<file path="src/rtl/core/erfs_pkg.sv">
// Shared constants, register indexes, sequencer states and datapath types of the ellipse fit scorer.
package erfs_pkg;

   localparam int FRAC_BITS_DEF   = 16;
   localparam int COORD_WIDTH_DEF = 32;

   localparam int SEMI_W     = 32;
   localparam int DIST_W     = 32;
   localparam int SUM_W      = 40;
   localparam int ACC_W      = 128;
   localparam int MUL_W      = 64;
   localparam int ROOT_W     = 64;
   localparam int REM_W      = 68;
   localparam int CNT_W      = 8;
   localparam int SQRT_STEPS = 64;
   localparam int DIV_STEPS  = 128;
   localparam int NORM_SHIFT = 31;
   localparam int CSR_IDX_W  = 3;

   localparam int SEMI_MAJOR_RST = 131072;
   localparam int SEMI_MINOR_RST = 65536;
   localparam int CENTRE_RST     = 65536;
   localparam int ANGLE_RST      = 46341;

   typedef enum logic [CSR_IDX_W-1:0] {
      CSR_SEMI_MAJOR = 3'd0,
      CSR_SEMI_MINOR = 3'd1,
      CSR_CENTRE_X   = 3'd2,
      CSR_CENTRE_Y   = 3'd3,
      CSR_COS_ANGLE  = 3'd4,
      CSR_SIN_ANGLE  = 3'd5
   } csr_index_type;

   typedef enum logic [4:0] {
      S_IDLE,
      S_ROT_XA,
      S_ROT_XB,
      S_RND_XA,
      S_RND_XB,
      S_ROT_YA,
      S_ROT_YB,
      S_RND_YA,
      S_RND_YB,
      S_CHECK,
      S_NORM,
      S_MUL_AY,
      S_MUL_BX,
      S_MUL_AYSQ,
      S_MUL_BXSQ,
      S_SQRT_D,
      S_MUL_XS,
      S_MUL_YS,
      S_SQRT_RS,
      S_MUL_AB,
      S_MUL_ABRS,
      S_DIV_RE,
      S_MUL_XX,
      S_MUL_YY,
      S_SQRT_R,
      S_DIST_A,
      S_DIST_B,
      S_FINISH,
      S_OUTPUT
   } state_type;

   typedef enum logic [1:0] {
      UNIT_NONE,
      UNIT_MUL,
      UNIT_SQRT,
      UNIT_DIV
   } unit_type;

   typedef struct packed {
      logic [ACC_W-1:0] mcand;
      logic [MUL_W-1:0] mplier;
      logic             neg;
      logic             clr;
   } mul_setup_type;

endpackage

</file>
<file path="src/rtl/core/erfs_req_if.sv">
// Input channel carrying one sample point per transfer.
interface erfs_req_if import erfs_pkg::*; #(
   parameter int COORD_WIDTH = COORD_WIDTH_DEF
) ();
   logic                   valid;
   logic                   ready;
   logic [COORD_WIDTH-1:0] point_x;
   logic [COORD_WIDTH-1:0] point_y;
   logic                   last_point;

   modport source (output valid, output point_x, output point_y, output last_point,
                   input ready);
   modport sink (input valid, input point_x, input point_y, input last_point,
                 output ready);
endinterface

</file>
<file path="src/rtl/core/erfs_rsp_if.sv">
// Result channel carrying one distance and running score per transfer.
interface erfs_rsp_if import erfs_pkg::*; ();
   logic              valid;
   logic              ready;
   logic [DIST_W-1:0] point_distance;
   logic [SUM_W-1:0]  total_score;
   logic              at_centre;
   logic              set_done;

   modport source (output valid, output point_distance, output total_score,
                   output at_centre, output set_done, input ready);
   modport sink (input valid, input point_distance, input total_score,
                 input at_centre, input set_done, output ready);
endinterface

</file>
<file path="src/rtl/core/ellipse_radial_fit_score_top.sv">
// Ellipse radial fit scorer: distance of each point to a configured ellipse and a set score.
//
// A point is taken on req_chan when valid and ready are high together. Ready is high only
// while the block is idle; one point is worked on at a time. Each point yields exactly one
// result on rsp_chan, held stable until the receiver takes it; a stalled receiver keeps the
// block busy and req_chan not ready.
// The datapath is one 128-bit adder shared by a shift-and-add multiplier (one multiplier bit
// per cycle, stopping when the multiplier runs out of ones), a square root that retires two
// radicand bits per cycle over 64 steps, and a restoring divider of 128 steps.
// The time a point at the centre takes is set by the bit lengths of the cosine and sine. For
// any other point, the time from transfer in to result valid is set by the three square
// roots, the division (skipped when both products of a semi-axis and a coordinate are zero)
// and the bit lengths of the operands of fourteen multiplications.
// The csr port writes the semi-axes, the centre and the rotation cosine and sine; it is to be
// written only while the block is idle. The block itself does not enforce this.
// Synchronous reset returns the registers to their defaults, clears the running score and
// drops any point in progress. The score restarts at zero after a result marked set_done.
module ellipse_radial_fit_score_top import erfs_pkg::*; #(
   parameter int FRAC_BITS   = FRAC_BITS_DEF,
   parameter int COORD_WIDTH = COORD_WIDTH_DEF
) (
   input  logic                   clock,
   input  logic                   reset,
   erfs_req_if.sink               req_chan,
   erfs_rsp_if.source             rsp_chan,
   input  logic                   csr_write_enable,
   input  logic [CSR_IDX_W-1:0]   csr_index,
   input  logic [((COORD_WIDTH > SEMI_W) ? COORD_WIDTH : SEMI_W)-1:0] csr_write_data
);

   localparam int DW = COORD_WIDTH + 1;
   localparam int AW = FRAC_BITS + 2;
   localparam int XW = COORD_WIDTH + 3;

   state_type              state_ff, state_in;
   logic                   first_ff, first_in;

   logic [SEMI_W-1:0]      semi_major_ff, semi_major_in;
   logic [SEMI_W-1:0]      semi_minor_ff, semi_minor_in;
   logic [COORD_WIDTH-1:0] centre_x_ff, centre_x_in;
   logic [COORD_WIDTH-1:0] centre_y_ff, centre_y_in;
   logic [AW-1:0]          cos_ff, cos_in;
   logic [AW-1:0]          sin_ff, sin_in;
   logic [SUM_W-1:0]       score_ff, score_in;

   logic [DW-1:0]          dx_ff, dx_in;
   logic [DW-1:0]          dy_ff, dy_in;
   logic                   last_ff, last_in;
   logic [ACC_W-1:0]       acc_ff, acc_in;
   logic [ACC_W-1:0]       mcand_ff, mcand_in;
   logic [MUL_W-1:0]       mplier_ff, mplier_in;
   logic                   neg_ff, neg_in;
   logic [REM_W-1:0]       rem_ff, rem_in;
   logic [ROOT_W-1:0]      root_ff, root_in;
   logic [CNT_W-1:0]       cnt_ff, cnt_in;
   logic [XW-1:0]          x_mag_ff, x_mag_in;
   logic [XW-1:0]          y_mag_ff, y_mag_in;
   logic [XW-1:0]          xs_ff, xs_in;
   logic [XW-1:0]          ys_ff, ys_in;
   logic [MUL_W-1:0]       ay_ff, ay_in;
   logic [MUL_W-1:0]       bx_ff, bx_in;
   logic [ROOT_W-1:0]      d_ff, d_in;
   logic [SEMI_W-1:0]      rs_ff, rs_in;
   logic [MUL_W-1:0]       ab_ff, ab_in;
   logic [MUL_W-1:0]       re_ff, re_in;
   logic [ROOT_W-1:0]      r_ff, r_in;
   logic [DIST_W-1:0]      dist_ff, dist_in;
   logic [SUM_W-1:0]       total_ff, total_in;
   logic                   centre_ff, centre_in;

   logic [DW-1:0]          dx_mag, dy_mag;
   logic [AW-1:0]          c_mag, s_mag;
   unit_type               unit;
   mul_setup_type          mul_op;
   logic [ACC_W-1:0]       add_a, add_b;
   logic                   add_sub;
   logic [ACC_W:0]         add_sum;
   logic                   add_carry;
   logic [REM_W-1:0]       sq_rem2;
   logic [MUL_W:0]         dv_rem2;
   logic                   mul_done, iter_done;
   logic [CNT_W-1:0]       iter_steps;
   logic                   norm_big, at_zero;
   logic [SEMI_W-1:0]      min_semi;
   logic [SUM_W:0]         total_sum;
   logic                   req_fire, rsp_fire;

   assign req_fire = req_chan.valid && req_chan.ready;
   assign rsp_fire = rsp_chan.valid && rsp_chan.ready;

   assign dx_mag = dx_ff[DW-1] ? (~dx_ff + DW'(1)) : dx_ff;
   assign dy_mag = dy_ff[DW-1] ? (~dy_ff + DW'(1)) : dy_ff;
   assign c_mag  = cos_ff[AW-1] ? (~cos_ff + AW'(1)) : cos_ff;
   assign s_mag  = sin_ff[AW-1] ? (~sin_ff + AW'(1)) : sin_ff;

   assign sq_rem2   = {rem_ff[REM_W-3:0], acc_ff[ACC_W-1 -: 2]};
   assign dv_rem2   = {rem_ff[MUL_W-1:0], acc_ff[ACC_W-1]};
   assign add_sum   = {1'b0, add_a} + {1'b0, add_b ^ {ACC_W{add_sub}}}
                      + (ACC_W+1)'(add_sub);
   assign add_carry = add_sum[ACC_W];

   assign mul_done   = !first_ff && (mplier_ff == '0);
   assign iter_steps = (unit == UNIT_DIV) ? CNT_W'(DIV_STEPS) : CNT_W'(SQRT_STEPS);
   assign iter_done  = !first_ff && (cnt_ff == iter_steps);
   assign norm_big   = ((xs_ff >> NORM_SHIFT) != '0) || ((ys_ff >> NORM_SHIFT) != '0);
   assign at_zero    = (x_mag_ff == '0) && (y_mag_ff == '0);
   assign min_semi   = (semi_major_ff < semi_minor_ff) ? semi_major_ff : semi_minor_ff;
   assign total_sum  = {1'b0, score_ff} + (SUM_W+1)'(dist_ff);

   // Control decode: which unit runs, multiplier operands and the shared adder inputs.
   always_comb begin
      unit    = UNIT_NONE;
      mul_op  = '0;
      add_a   = '0;
      add_b   = '0;
      add_sub = 1'b0;
      req_chan.ready = (state_ff == S_IDLE);
      rsp_chan.valid = (state_ff == S_OUTPUT);
      case (state_ff)
         S_ROT_XA: begin
            unit   = UNIT_MUL;
            mul_op = '{mcand: ACC_W'(dx_mag), mplier: MUL_W'(c_mag),
                       neg: cos_ff[AW-1] ^ dx_ff[DW-1], clr: 1'b1};
         end
         S_ROT_XB: begin
            unit   = UNIT_MUL;
            mul_op = '{mcand: ACC_W'(dy_mag), mplier: MUL_W'(s_mag),
                       neg: sin_ff[AW-1] ^ dy_ff[DW-1], clr: 1'b0};
         end
         S_ROT_YA: begin
            unit   = UNIT_MUL;
            mul_op = '{mcand: ACC_W'(dx_mag), mplier: MUL_W'(s_mag),
                       neg: ~sin_ff[AW-1] ^ dx_ff[DW-1], clr: 1'b1};
         end
         S_ROT_YB: begin
            unit   = UNIT_MUL;
            mul_op = '{mcand: ACC_W'(dy_mag), mplier: MUL_W'(c_mag),
                       neg: cos_ff[AW-1] ^ dy_ff[DW-1], clr: 1'b0};
         end
         S_RND_XA, S_RND_YA: begin
            add_a = acc_ff;
            add_b = ACC_W'(1) << (FRAC_BITS - 1);
         end
         S_RND_XB, S_RND_YB: begin
            add_a = acc_ff[ACC_W-1] ? (~acc_ff >> FRAC_BITS) : (acc_ff >> FRAC_BITS);
            add_b = ACC_W'(acc_ff[ACC_W-1]);
         end
         S_MUL_AY: begin
            unit   = UNIT_MUL;
            mul_op = '{mcand: ACC_W'(semi_major_ff), mplier: MUL_W'(ys_ff),
                       neg: 1'b0, clr: 1'b1};
         end
         S_MUL_BX: begin
            unit   = UNIT_MUL;
            mul_op = '{mcand: ACC_W'(semi_minor_ff), mplier: MUL_W'(xs_ff),
                       neg: 1'b0, clr: 1'b1};
         end
         S_MUL_AYSQ: begin
            unit   = UNIT_MUL;
            mul_op = '{mcand: ACC_W'(ay_ff), mplier: ay_ff, neg: 1'b0, clr: 1'b1};
         end
         S_MUL_BXSQ: begin
            unit   = UNIT_MUL;
            mul_op = '{mcand: ACC_W'(bx_ff), mplier: bx_ff, neg: 1'b0, clr: 1'b0};
         end
         S_MUL_XS: begin
            unit   = UNIT_MUL;
            mul_op = '{mcand: ACC_W'(xs_ff), mplier: MUL_W'(xs_ff), neg: 1'b0, clr: 1'b1};
         end
         S_MUL_YS: begin
            unit   = UNIT_MUL;
            mul_op = '{mcand: ACC_W'(ys_ff), mplier: MUL_W'(ys_ff), neg: 1'b0, clr: 1'b0};
         end
         S_MUL_AB: begin
            unit   = UNIT_MUL;
            mul_op = '{mcand: ACC_W'(semi_major_ff), mplier: MUL_W'(semi_minor_ff),
                       neg: 1'b0, clr: 1'b1};
         end
         S_MUL_ABRS: begin
            unit   = UNIT_MUL;
            mul_op = '{mcand: ACC_W'(ab_ff), mplier: MUL_W'(rs_ff), neg: 1'b0, clr: 1'b1};
         end
         S_MUL_XX: begin
            unit   = UNIT_MUL;
            mul_op = '{mcand: ACC_W'(x_mag_ff), mplier: MUL_W'(x_mag_ff),
                       neg: 1'b0, clr: 1'b1};
         end
         S_MUL_YY: begin
            unit   = UNIT_MUL;
            mul_op = '{mcand: ACC_W'(y_mag_ff), mplier: MUL_W'(y_mag_ff),
                       neg: 1'b0, clr: 1'b0};
         end
         S_SQRT_D, S_SQRT_RS, S_SQRT_R: begin
            unit = UNIT_SQRT;
         end
         S_DIV_RE: begin
            unit = UNIT_DIV;
         end
         S_DIST_A: begin
            add_a   = ACC_W'(r_ff);
            add_b   = ACC_W'(re_ff);
            add_sub = 1'b1;
         end
         S_DIST_B: begin
            add_a   = ACC_W'(re_ff);
            add_b   = ACC_W'(r_ff);
            add_sub = 1'b1;
         end
         default: begin
         end
      endcase
      case (unit)
         UNIT_MUL: begin
            add_a   = acc_ff;
            add_b   = mcand_ff;
            add_sub = neg_ff;
         end
         UNIT_SQRT: begin
            add_a   = ACC_W'(sq_rem2);
            add_b   = ACC_W'({root_ff, 2'b01});
            add_sub = 1'b1;
         end
         UNIT_DIV: begin
            add_a   = ACC_W'(dv_rem2);
            add_b   = ACC_W'(d_ff);
            add_sub = 1'b1;
         end
         default: begin
         end
      endcase
   end

   always_comb begin
      state_in = state_ff;
      case (state_ff)
         S_IDLE:     if (req_fire) state_in = S_ROT_XA;
         S_ROT_XA:   if (mul_done) state_in = S_ROT_XB;
         S_ROT_XB:   if (mul_done) state_in = S_RND_XA;
         S_RND_XA:   state_in = S_RND_XB;
         S_RND_XB:   state_in = S_ROT_YA;
         S_ROT_YA:   if (mul_done) state_in = S_ROT_YB;
         S_ROT_YB:   if (mul_done) state_in = S_RND_YA;
         S_RND_YA:   state_in = S_RND_YB;
         S_RND_YB:   state_in = S_CHECK;
         S_CHECK:    state_in = at_zero ? S_FINISH : S_NORM;
         S_NORM:     if (!norm_big) state_in = S_MUL_AY;
         S_MUL_AY:   if (mul_done) state_in = S_MUL_BX;
         S_MUL_BX:   if (mul_done) state_in = S_MUL_AYSQ;
         S_MUL_AYSQ: if (mul_done) state_in = S_MUL_BXSQ;
         S_MUL_BXSQ: if (mul_done) state_in = S_SQRT_D;
         S_SQRT_D:   if (iter_done) state_in = S_MUL_XS;
         S_MUL_XS:   if (mul_done) state_in = S_MUL_YS;
         S_MUL_YS:   if (mul_done) state_in = S_SQRT_RS;
         S_SQRT_RS:  if (iter_done) state_in = S_MUL_AB;
         S_MUL_AB:   if (mul_done) state_in = S_MUL_ABRS;
         S_MUL_ABRS: if (mul_done) state_in = (d_ff == '0) ? S_MUL_XX : S_DIV_RE;
         S_DIV_RE:   if (iter_done) state_in = S_MUL_XX;
         S_MUL_XX:   if (mul_done) state_in = S_MUL_YY;
         S_MUL_YY:   if (mul_done) state_in = S_SQRT_R;
         S_SQRT_R:   if (iter_done) state_in = S_DIST_A;
         S_DIST_A:   state_in = add_carry ? S_FINISH : S_DIST_B;
         S_DIST_B:   state_in = S_FINISH;
         S_FINISH:   state_in = S_OUTPUT;
         S_OUTPUT:   if (rsp_fire) state_in = S_IDLE;
         default:    state_in = S_IDLE;
      endcase
   end

   assign first_in = (state_in != state_ff);

   always_comb begin
      semi_major_in = semi_major_ff;
      semi_minor_in = semi_minor_ff;
      centre_x_in   = centre_x_ff;
      centre_y_in   = centre_y_ff;
      cos_in        = cos_ff;
      sin_in        = sin_ff;
      score_in      = score_ff;
      dx_in         = dx_ff;
      dy_in         = dy_ff;
      last_in       = last_ff;
      acc_in        = acc_ff;
      mcand_in      = mcand_ff;
      mplier_in     = mplier_ff;
      neg_in        = neg_ff;
      rem_in        = rem_ff;
      root_in       = root_ff;
      cnt_in        = cnt_ff;
      x_mag_in      = x_mag_ff;
      y_mag_in      = y_mag_ff;
      xs_in         = xs_ff;
      ys_in         = ys_ff;
      ay_in         = ay_ff;
      bx_in         = bx_ff;
      d_in          = d_ff;
      rs_in         = rs_ff;
      ab_in         = ab_ff;
      re_in         = re_ff;
      r_in          = r_ff;
      dist_in       = dist_ff;
      total_in      = total_ff;
      centre_in     = centre_ff;

      if (csr_write_enable) begin
         case (csr_index_type'(csr_index))
            CSR_SEMI_MAJOR: semi_major_in = csr_write_data[SEMI_W-1:0];
            CSR_SEMI_MINOR: semi_minor_in = csr_write_data[SEMI_W-1:0];
            CSR_CENTRE_X:   centre_x_in   = csr_write_data[COORD_WIDTH-1:0];
            CSR_CENTRE_Y:   centre_y_in   = csr_write_data[COORD_WIDTH-1:0];
            CSR_COS_ANGLE:  cos_in        = csr_write_data[AW-1:0];
            CSR_SIN_ANGLE:  sin_in        = csr_write_data[AW-1:0];
            default: begin
            end
         endcase
      end

      case (unit)
         UNIT_MUL: begin
            if (first_ff) begin
               mcand_in  = mul_op.mcand;
               mplier_in = mul_op.mplier;
               neg_in    = mul_op.neg;
               if (mul_op.clr) acc_in = '0;
            end else if (mplier_ff != '0) begin
               if (mplier_ff[0]) acc_in = add_sum[ACC_W-1:0];
               mcand_in  = mcand_ff << 1;
               mplier_in = mplier_ff >> 1;
            end
         end
         UNIT_SQRT: begin
            if (first_ff) begin
               rem_in  = '0;
               root_in = '0;
               cnt_in  = '0;
            end else if (!iter_done) begin
               if (add_carry) begin
                  rem_in  = add_sum[REM_W-1:0];
                  root_in = {root_ff[ROOT_W-2:0], 1'b1};
               end else begin
                  rem_in  = sq_rem2;
                  root_in = {root_ff[ROOT_W-2:0], 1'b0};
               end
               acc_in = acc_ff << 2;
               cnt_in = cnt_ff + CNT_W'(1);
            end
         end
         UNIT_DIV: begin
            if (first_ff) begin
               rem_in = '0;
               cnt_in = '0;
            end else if (!iter_done) begin
               rem_in = add_carry ? add_sum[REM_W-1:0] : REM_W'(dv_rem2);
               acc_in = {acc_ff[ACC_W-2:0], add_carry};
               cnt_in = cnt_ff + CNT_W'(1);
            end
         end
         default: begin
         end
      endcase

      case (state_ff)
         S_IDLE: begin
            if (req_fire) begin
               dx_in   = {req_chan.point_x[COORD_WIDTH-1], req_chan.point_x}
                         - {centre_x_ff[COORD_WIDTH-1], centre_x_ff};
               dy_in   = {req_chan.point_y[COORD_WIDTH-1], req_chan.point_y}
                         - {centre_y_ff[COORD_WIDTH-1], centre_y_ff};
               last_in = req_chan.last_point;
            end
         end
         S_RND_XA, S_RND_YA: acc_in = add_sum[ACC_W-1:0];
         S_RND_XB: x_mag_in = add_sum[XW-1:0];
         S_RND_YB: y_mag_in = add_sum[XW-1:0];
         S_CHECK: begin
            centre_in = at_zero;
            if (at_zero) begin
               dist_in = min_semi;
            end else begin
               xs_in = x_mag_ff;
               ys_in = y_mag_ff;
            end
         end
         S_NORM: begin
            if (norm_big) begin
               xs_in = xs_ff >> 1;
               ys_in = ys_ff >> 1;
            end
         end
         S_MUL_AY:  if (mul_done) ay_in = acc_ff[MUL_W-1:0];
         S_MUL_BX:  if (mul_done) bx_in = acc_ff[MUL_W-1:0];
         S_SQRT_D:  if (iter_done) d_in = root_ff;
         S_SQRT_RS: if (iter_done) rs_in = root_ff[SEMI_W-1:0];
         S_MUL_AB:  if (mul_done) ab_in = acc_ff[MUL_W-1:0];
         S_MUL_ABRS: if (mul_done && (d_ff == '0)) re_in = '0;
         S_DIV_RE: begin
            if (iter_done) begin
               re_in = (acc_ff[ACC_W-1:MUL_W] != '0) ? '1 : acc_ff[MUL_W-1:0];
            end
         end
         S_SQRT_R: if (iter_done) r_in = root_ff;
         S_DIST_A: begin
            if (add_carry) begin
               dist_in = (add_sum[MUL_W-1:DIST_W] != '0) ? '1 : add_sum[DIST_W-1:0];
            end
         end
         S_DIST_B: begin
            dist_in = (add_sum[MUL_W-1:DIST_W] != '0) ? '1 : add_sum[DIST_W-1:0];
         end
         S_FINISH: total_in = total_sum[SUM_W] ? '1 : total_sum[SUM_W-1:0];
         S_OUTPUT: if (rsp_fire) score_in = last_ff ? '0 : total_ff;
         default: begin
         end
      endcase
   end

   always_ff @(posedge clock) begin
      if (reset) begin
         state_ff      <= S_IDLE;
         first_ff      <= 1'b0;
         score_ff      <= '0;
         semi_major_ff <= SEMI_W'(SEMI_MAJOR_RST);
         semi_minor_ff <= SEMI_W'(SEMI_MINOR_RST);
         centre_x_ff   <= COORD_WIDTH'(CENTRE_RST);
         centre_y_ff   <= COORD_WIDTH'(CENTRE_RST);
         cos_ff        <= AW'(ANGLE_RST);
         sin_ff        <= AW'(ANGLE_RST);
      end else begin
         state_ff      <= state_in;
         first_ff      <= first_in;
         score_ff      <= score_in;
         semi_major_ff <= semi_major_in;
         semi_minor_ff <= semi_minor_in;
         centre_x_ff   <= centre_x_in;
         centre_y_ff   <= centre_y_in;
         cos_ff        <= cos_in;
         sin_ff        <= sin_in;
      end
   end

   always_ff @(posedge clock) begin
      dx_ff     <= dx_in;
      dy_ff     <= dy_in;
      last_ff   <= last_in;
      acc_ff    <= acc_in;
      mcand_ff  <= mcand_in;
      mplier_ff <= mplier_in;
      neg_ff    <= neg_in;
      rem_ff    <= rem_in;
      root_ff   <= root_in;
      cnt_ff    <= cnt_in;
      x_mag_ff  <= x_mag_in;
      y_mag_ff  <= y_mag_in;
      xs_ff     <= xs_in;
      ys_ff     <= ys_in;
      ay_ff     <= ay_in;
      bx_ff     <= bx_in;
      d_ff      <= d_in;
      rs_ff     <= rs_in;
      ab_ff     <= ab_in;
      re_ff     <= re_in;
      r_ff      <= r_in;
      dist_ff   <= dist_in;
      total_ff  <= total_in;
      centre_ff <= centre_in;
   end

   assign rsp_chan.point_distance = dist_ff;
   assign rsp_chan.total_score    = total_ff;
   assign rsp_chan.at_centre      = centre_ff;
   assign rsp_chan.set_done       = last_ff;

   a_one_point_at_a_time: assert property (@(posedge clock) disable iff (reset)
      !(req_chan.ready && rsp_chan.valid))
      else $error("Input ready while a result is pending.");

   a_centre_distance: assert property (@(posedge clock) disable iff (reset)
      rsp_chan.valid && rsp_chan.at_centre |-> rsp_chan.point_distance == min_semi)
      else $error("Centre point does not report the smaller semi-axis.");

   a_score_restart: assert property (@(posedge clock) disable iff (reset)
      rsp_fire && rsp_chan.set_done |=> score_ff == '0)
      else $error("Running score not cleared after the end of a set.");

   a_total_covers_distance: assert property (@(posedge clock) disable iff (reset)
      rsp_chan.valid |-> rsp_chan.total_score >= SUM_W'(rsp_chan.point_distance))
      else $error("Running score below the distance of this point.");

endmodule
</file>
<file path="src/flat_wrapper.sv">
// flat-port wrapper written by rule: the top's interface ports become plain ports
module ellipse_radial_fit_score_top_flat import erfs_pkg::*;
#(
   parameter int FRAC_BITS   = FRAC_BITS_DEF,
   parameter int COORD_WIDTH = COORD_WIDTH_DEF
)
  (clock, reset, csr_write_enable, csr_index, csr_write_data, req_chan_valid, req_chan_point_x, req_chan_point_y, req_chan_last_point, req_chan_ready, rsp_chan_valid, rsp_chan_point_distance, rsp_chan_total_score, rsp_chan_at_centre, rsp_chan_set_done, rsp_chan_ready);
  erfs_req_if #(.COORD_WIDTH(COORD_WIDTH)) req_chan_i ();
  erfs_rsp_if rsp_chan_i ();
  input  logic clock;
  input  logic reset;
  input  logic csr_write_enable;
  input  logic [CSR_IDX_W-1:0] csr_index;
  input  logic [((COORD_WIDTH > SEMI_W) ? COORD_WIDTH : SEMI_W)-1:0] csr_write_data;
  input wire logic [$bits(req_chan_i.valid)-1:0] req_chan_valid;
  input wire logic [$bits(req_chan_i.point_x)-1:0] req_chan_point_x;
  input wire logic [$bits(req_chan_i.point_y)-1:0] req_chan_point_y;
  input wire logic [$bits(req_chan_i.last_point)-1:0] req_chan_last_point;
  output wire logic [$bits(req_chan_i.ready)-1:0] req_chan_ready;
  output wire logic [$bits(rsp_chan_i.valid)-1:0] rsp_chan_valid;
  output wire logic [$bits(rsp_chan_i.point_distance)-1:0] rsp_chan_point_distance;
  output wire logic [$bits(rsp_chan_i.total_score)-1:0] rsp_chan_total_score;
  output wire logic [$bits(rsp_chan_i.at_centre)-1:0] rsp_chan_at_centre;
  output wire logic [$bits(rsp_chan_i.set_done)-1:0] rsp_chan_set_done;
  input wire logic [$bits(rsp_chan_i.ready)-1:0] rsp_chan_ready;
  assign req_chan_i.valid = req_chan_valid;
  assign req_chan_i.point_x = req_chan_point_x;
  assign req_chan_i.point_y = req_chan_point_y;
  assign req_chan_i.last_point = req_chan_last_point;
  assign req_chan_ready = req_chan_i.ready;
  assign rsp_chan_valid = rsp_chan_i.valid;
  assign rsp_chan_point_distance = rsp_chan_i.point_distance;
  assign rsp_chan_total_score = rsp_chan_i.total_score;
  assign rsp_chan_at_centre = rsp_chan_i.at_centre;
  assign rsp_chan_set_done = rsp_chan_i.set_done;
  assign rsp_chan_i.ready = rsp_chan_ready;
  ellipse_radial_fit_score_top #(.FRAC_BITS(FRAC_BITS), .COORD_WIDTH(COORD_WIDTH)) u_core (.clock(clock), .reset(reset), .req_chan(req_chan_i), .rsp_chan(rsp_chan_i), .csr_write_enable(csr_write_enable), .csr_index(csr_index), .csr_write_data(csr_write_data));
endmodule
</file>
<file path="config.mk">
export PLATFORM = sky130hd
export DESIGN_NAME = ellipse_radial_fit_score_top_flat
export DESIGN_NICKNAME = d
export VERILOG_FILES = /design/src/rtl/core/erfs_pkg.sv /design/src/rtl/core/erfs_req_if.sv /design/src/rtl/core/erfs_rsp_if.sv /design/src/rtl/core/ellipse_radial_fit_score_top.sv /design/src/flat_wrapper.sv
export SDC_FILE = /design/constraint.sdc
export NUM_CORES = 2
export LEC_CHECK = 0
export BUFFER_PORTS_ARGS = -buffer_cell sky130_fd_sc_hd__buf_4
export CELL_PAD_IN_SITES_DETAIL_PLACEMENT = 1
export CELL_PAD_IN_SITES_GLOBAL_PLACEMENT = 1
export CORE_MARGIN = 1
export CORE_UTILIZATION = 46
export DETAILED_ROUTE_END_ITERATION = 16
export GPL_TIMING_DRIVEN = 0
export HOLD_SLACK_MARGIN = 0.02
export PLACE_DENSITY_LB_ADDON = 0.1
export SLEW_MARGIN = 20
export SYNTH_ARGS = -nofsm -noshare
export SYNTH_HDL_FRONTEND = slang
export SYNTH_SLANG_ARGS = --single-unit
</file>
<file path="constraint.sdc">
create_clock -name clock -period 10.7 [get_ports clock]
set_clock_uncertainty 0.2 [all_clocks]
set_input_delay 1.07 -clock clock [delete_from_list [all_inputs] [get_ports clock]]
set_output_delay 1.07 -clock clock [all_outputs]
set_load 0.01 [all_outputs]
</file>
==> impl_metrics.csv <==
group,metric,value,unit
run_status,status,"complete, but fails checks",
run_status,failed_checks,"negative setup slack",
clock_network,cts_tree,"yes",
synthesis,yosysSeqAreaShare,50.2,%
power,power.density,159,nW/um^2
flow_run,cap_viol_max_count,0,
route,post-route-drc-count,0,
timing,slew_violations,0,
finish,final_nets,8529,
clock_network,clockRootBuffer,"clkbuf_16",
timing,fmax,91.4,MHz
route,vias,71400,
route,drtIter0Drc,9852,
timing,worstMarginPinSlew,1.43,ns
floorplan,start_util,46.4,%
finish,drive_above_1_share,8.99,%
timing,period_minus_slack,10.94,ns
power,total_power,14.1,mW
synthesis,ys.flop_type,"edfxtp_1",
route,drt_wl_total,373000,um
synthesis,yosys.area_share.simple,14.4,%
synthesis,synth_top_area_share,44.7,%
synthesis,async_flop_share,0,%
setup_path,crit_arrival,11.21,ns
synthesis,synth_edf_count,1155,
synthesis,synthTopCellsByCount,"1155 x edfxtp_1, 1022 x nand2_1, 541 x a21oi_1",
timing,hold_violations,0,
global_route,grt_pass1_wl,519000,um
floorplan,chipHeight,413,um
placed_design,dp.cells,10200,
clock_network,cts_made_buffers,158,
finish,area_growth,14.4,%
synthesis,synth-xor-area-share,5.96,%
clock_network,cts_buffer_depth,3,
setup_path,cp_max_fo,10,
synthesis,synth_seq_cells,1365,
route,via_per_inst,6.80,
floorplan,pin_count,181,
floorplan,dieArea,170000,um^2
setup_path,path_class,"flop to flop",
global_route,grt_usage,42.9,%
route,post_drt_wl_per_cell,35.5,um
power,leakage,31.3,nW
setup_path,cp-end-kind,"flop",
synthesis,yosys.cell_types.count,88,
placed_design,portBuffers,179,
timing,setup_viol,31,
synthesis,synth_top_family_by_area,"compound AO/OA/AOI/OAI gates",
placed_design,dpl_cell_area,83100,um^2
floorplan,row_count,150,
timing,slew_headroom,4.86,%
power,ir_drop,0.180,mV
timing,setup_slack,-0.240,ns
finish,final-instance-count-excl-fill,10500,
global_route,grt.overflow.total,0,
route,drt-pass1-iter-count,9,
placed_design,place_ws,-1.04,ns
finish,design_area,88700,um^2
global_route,grt_max_degree,56,
clock_network,cts_hold_buf,0,
min_path,hold_class,"input pin to flop",
synthesis,synthCells,7713,
setup_path,required,10.97,ns
synthesis,yosys_warnings,0,
synthesis,avgSynthCellArea,10.1,um^2
finish,post-route-util,53.0,%
clock_network,worstSkewPairLatency,0.87,ns
synthesis,synth_nets,8083,
global_route,antenna_found_initial,33,
timing,fin_crit_sh,102,%
clock_network,ctsHtreeMaxLevel,4,
clock_network,cts.sinks,1365,
finish,largest_registers,"u_core.acc_ff (128), u_core.mcand_ff (128), u_core.rem_ff (66)",
global_route,first_global_vias,69300,
synthesis,synth_most_common_cell,"edfxtp_1",
synthesis,synth_area_leaders,"edfxtp_1 45%, dfxtp_1 5.4%, nand2_1 4.9%",
synthesis,syn_area,77500,um^2
synthesis,yosysTopAreaCell,"edfxtp_1",
timing,rsz0062_at_grt,"false",
setup_path,cp-start-kind,"flop",
synthesis,synthAdderAreaFrac,4.32,%
route,ant_nets,0,
floorplan,coreArea,167000,um^2
clock_network,clk_pin_slew,0.06,ns
placed_design,dp.final_hpwl,294000,um
synthesis,synth_mux_area_share,0.623,%
synthesis,synth_compound_area_share,20.8,%
placed_design,gp_congestion,1.06,
floorplan,fp.dieW,413,um
cell families (layout without fill, tap and decap cells):
logic type | Yosys count | after routing
adder cells (fa/ha/maj) | 265 | 265
XOR/XNOR | 528 | 528
AO/OA/AOI/OAI | 2353 | 2353
other | 0 | 10
multiplexers | 44 | 44
AND/OR/NAND/NOR | 2405 | 2405
buffers and inverters | 753 | 1326
flip-flops | 1365 | 1365
cell type report:
type / instances / area, um^2
clock buffer: 195 / 4230
tap: 2204 / 2760
fill: 18500 / 78600
buffer: 503 / 2040
antenna: 10 / 25.0
sequential: 1365 / 38900
inverter: 247 / 930
clock inverter: 92 / 1120
timing repair buffer: 289 / 2590
multi-input combinational: 5595 / 36100
cells in the final DEF, fill, tap and decap left out, drive strengths merged, types with 45 or more instances in the layout:
cell    instances
edfxtp       1155
nand2        1022
clkbuf        644
a21oi         572
nor2          528
o21ai         417
buf           340
xnor2         296
a22oi         285
ha            261
inv           254
xor2          232
dfxtp         210
nor2b         170
a21o          162
a211oi        151
a221o         135
a221oi        122
nand4         107
and2           96
nor4           91
a22o           83
nand3          78
nor3           77
clkinv         65
a31oi          62
o21bai         50
o31ai          47
nand2b         45
a211o          45
stage by stage:
step | setup TNS [ns] | hold slack [ns]
floorplan | 0 | 0.236
detailed placement | -95.16 | 0.248
global placement | -3086.83 | 0.242
CTS | 0 | 0.150
finish | -3.85 | 0.187
global route | 0 | 0.176
per-layer routing:
metal | global-route usage, % | up-vias | share of wire (%)
met5 | 0.452 | - | 0.059
met2 | 60.6 | 4596 | 41
li1 | - | 29800 | -
met3 | 14.5 | 927 | 13
met1 | 58.8 | 36100 | 40
met4 | 19.8 | 20 | 5.2
worst paths after layout:
check                                                    startpoint                                      endpoint  slack (ns)  cells past startpoint
worst max-delay path                  u_core.state_ff[2]$_SDFF_PP0_  u_core.rsp_chan.point_distance[26]$_DFFE_PP_       -0.24                     24
worst min-delay path                            req_chan_last_point            u_core.rsp_chan.set_done$_DFFE_PP_        0.19                      1
worst max register to register        u_core.state_ff[2]$_SDFF_PP0_  u_core.rsp_chan.point_distance[26]$_DFFE_PP_       -0.24                     24
worst min register to register  u_core.centre_y_ff[14]$_SDFFE_PP0P_           u_core.centre_y_ff[14]$_SDFFE_PP0P_        0.25                      2
worst max-delay path, cell delays in order, from the launching register on:
cell and delay [ns]:
dfxtp_1 0.38, clkbuf_1 0.37, nand2_1 0.45, nor3_1 0.65, a21o_1 0.69, clkbuf_1 0.81
clkbuf_1 0.79, a22oi_1 0.21, nand3_1 0.18, ha_1 0.31, o21a_1 0.14, o31a_1 0.14
o21ai_0 0.41, o221ai_1 0.27, o21ai_1 0.61, a21o_1 0.33, o21ai_1 0.20, xnor2_1 0.77
o2111ai_1 0.31, or4b_1 0.57, nor4_1 0.47, and4b_1 0.58, buf_4 0.31, buf_12 0.17
a21oi_2 0.17
repair_timing:
item | in CTS | in global routing
endpoints found under the setup margin | 138 | 128
resized for setup | 21 | 29
hold endpoints to repair | 0 | 0
buffers inserted | 0 | 0
power breakdown:
group	switching [mW]	leakage (nW)	internal, mW	total [mW]
Combinational	1.39	16.5	0.616	2.01
Sequential	0.303	12.2	6.00	6.30
Clock	2.52	2.60	3.23	5.75
No activity file was read; power rests on OpenSTA's default activity.
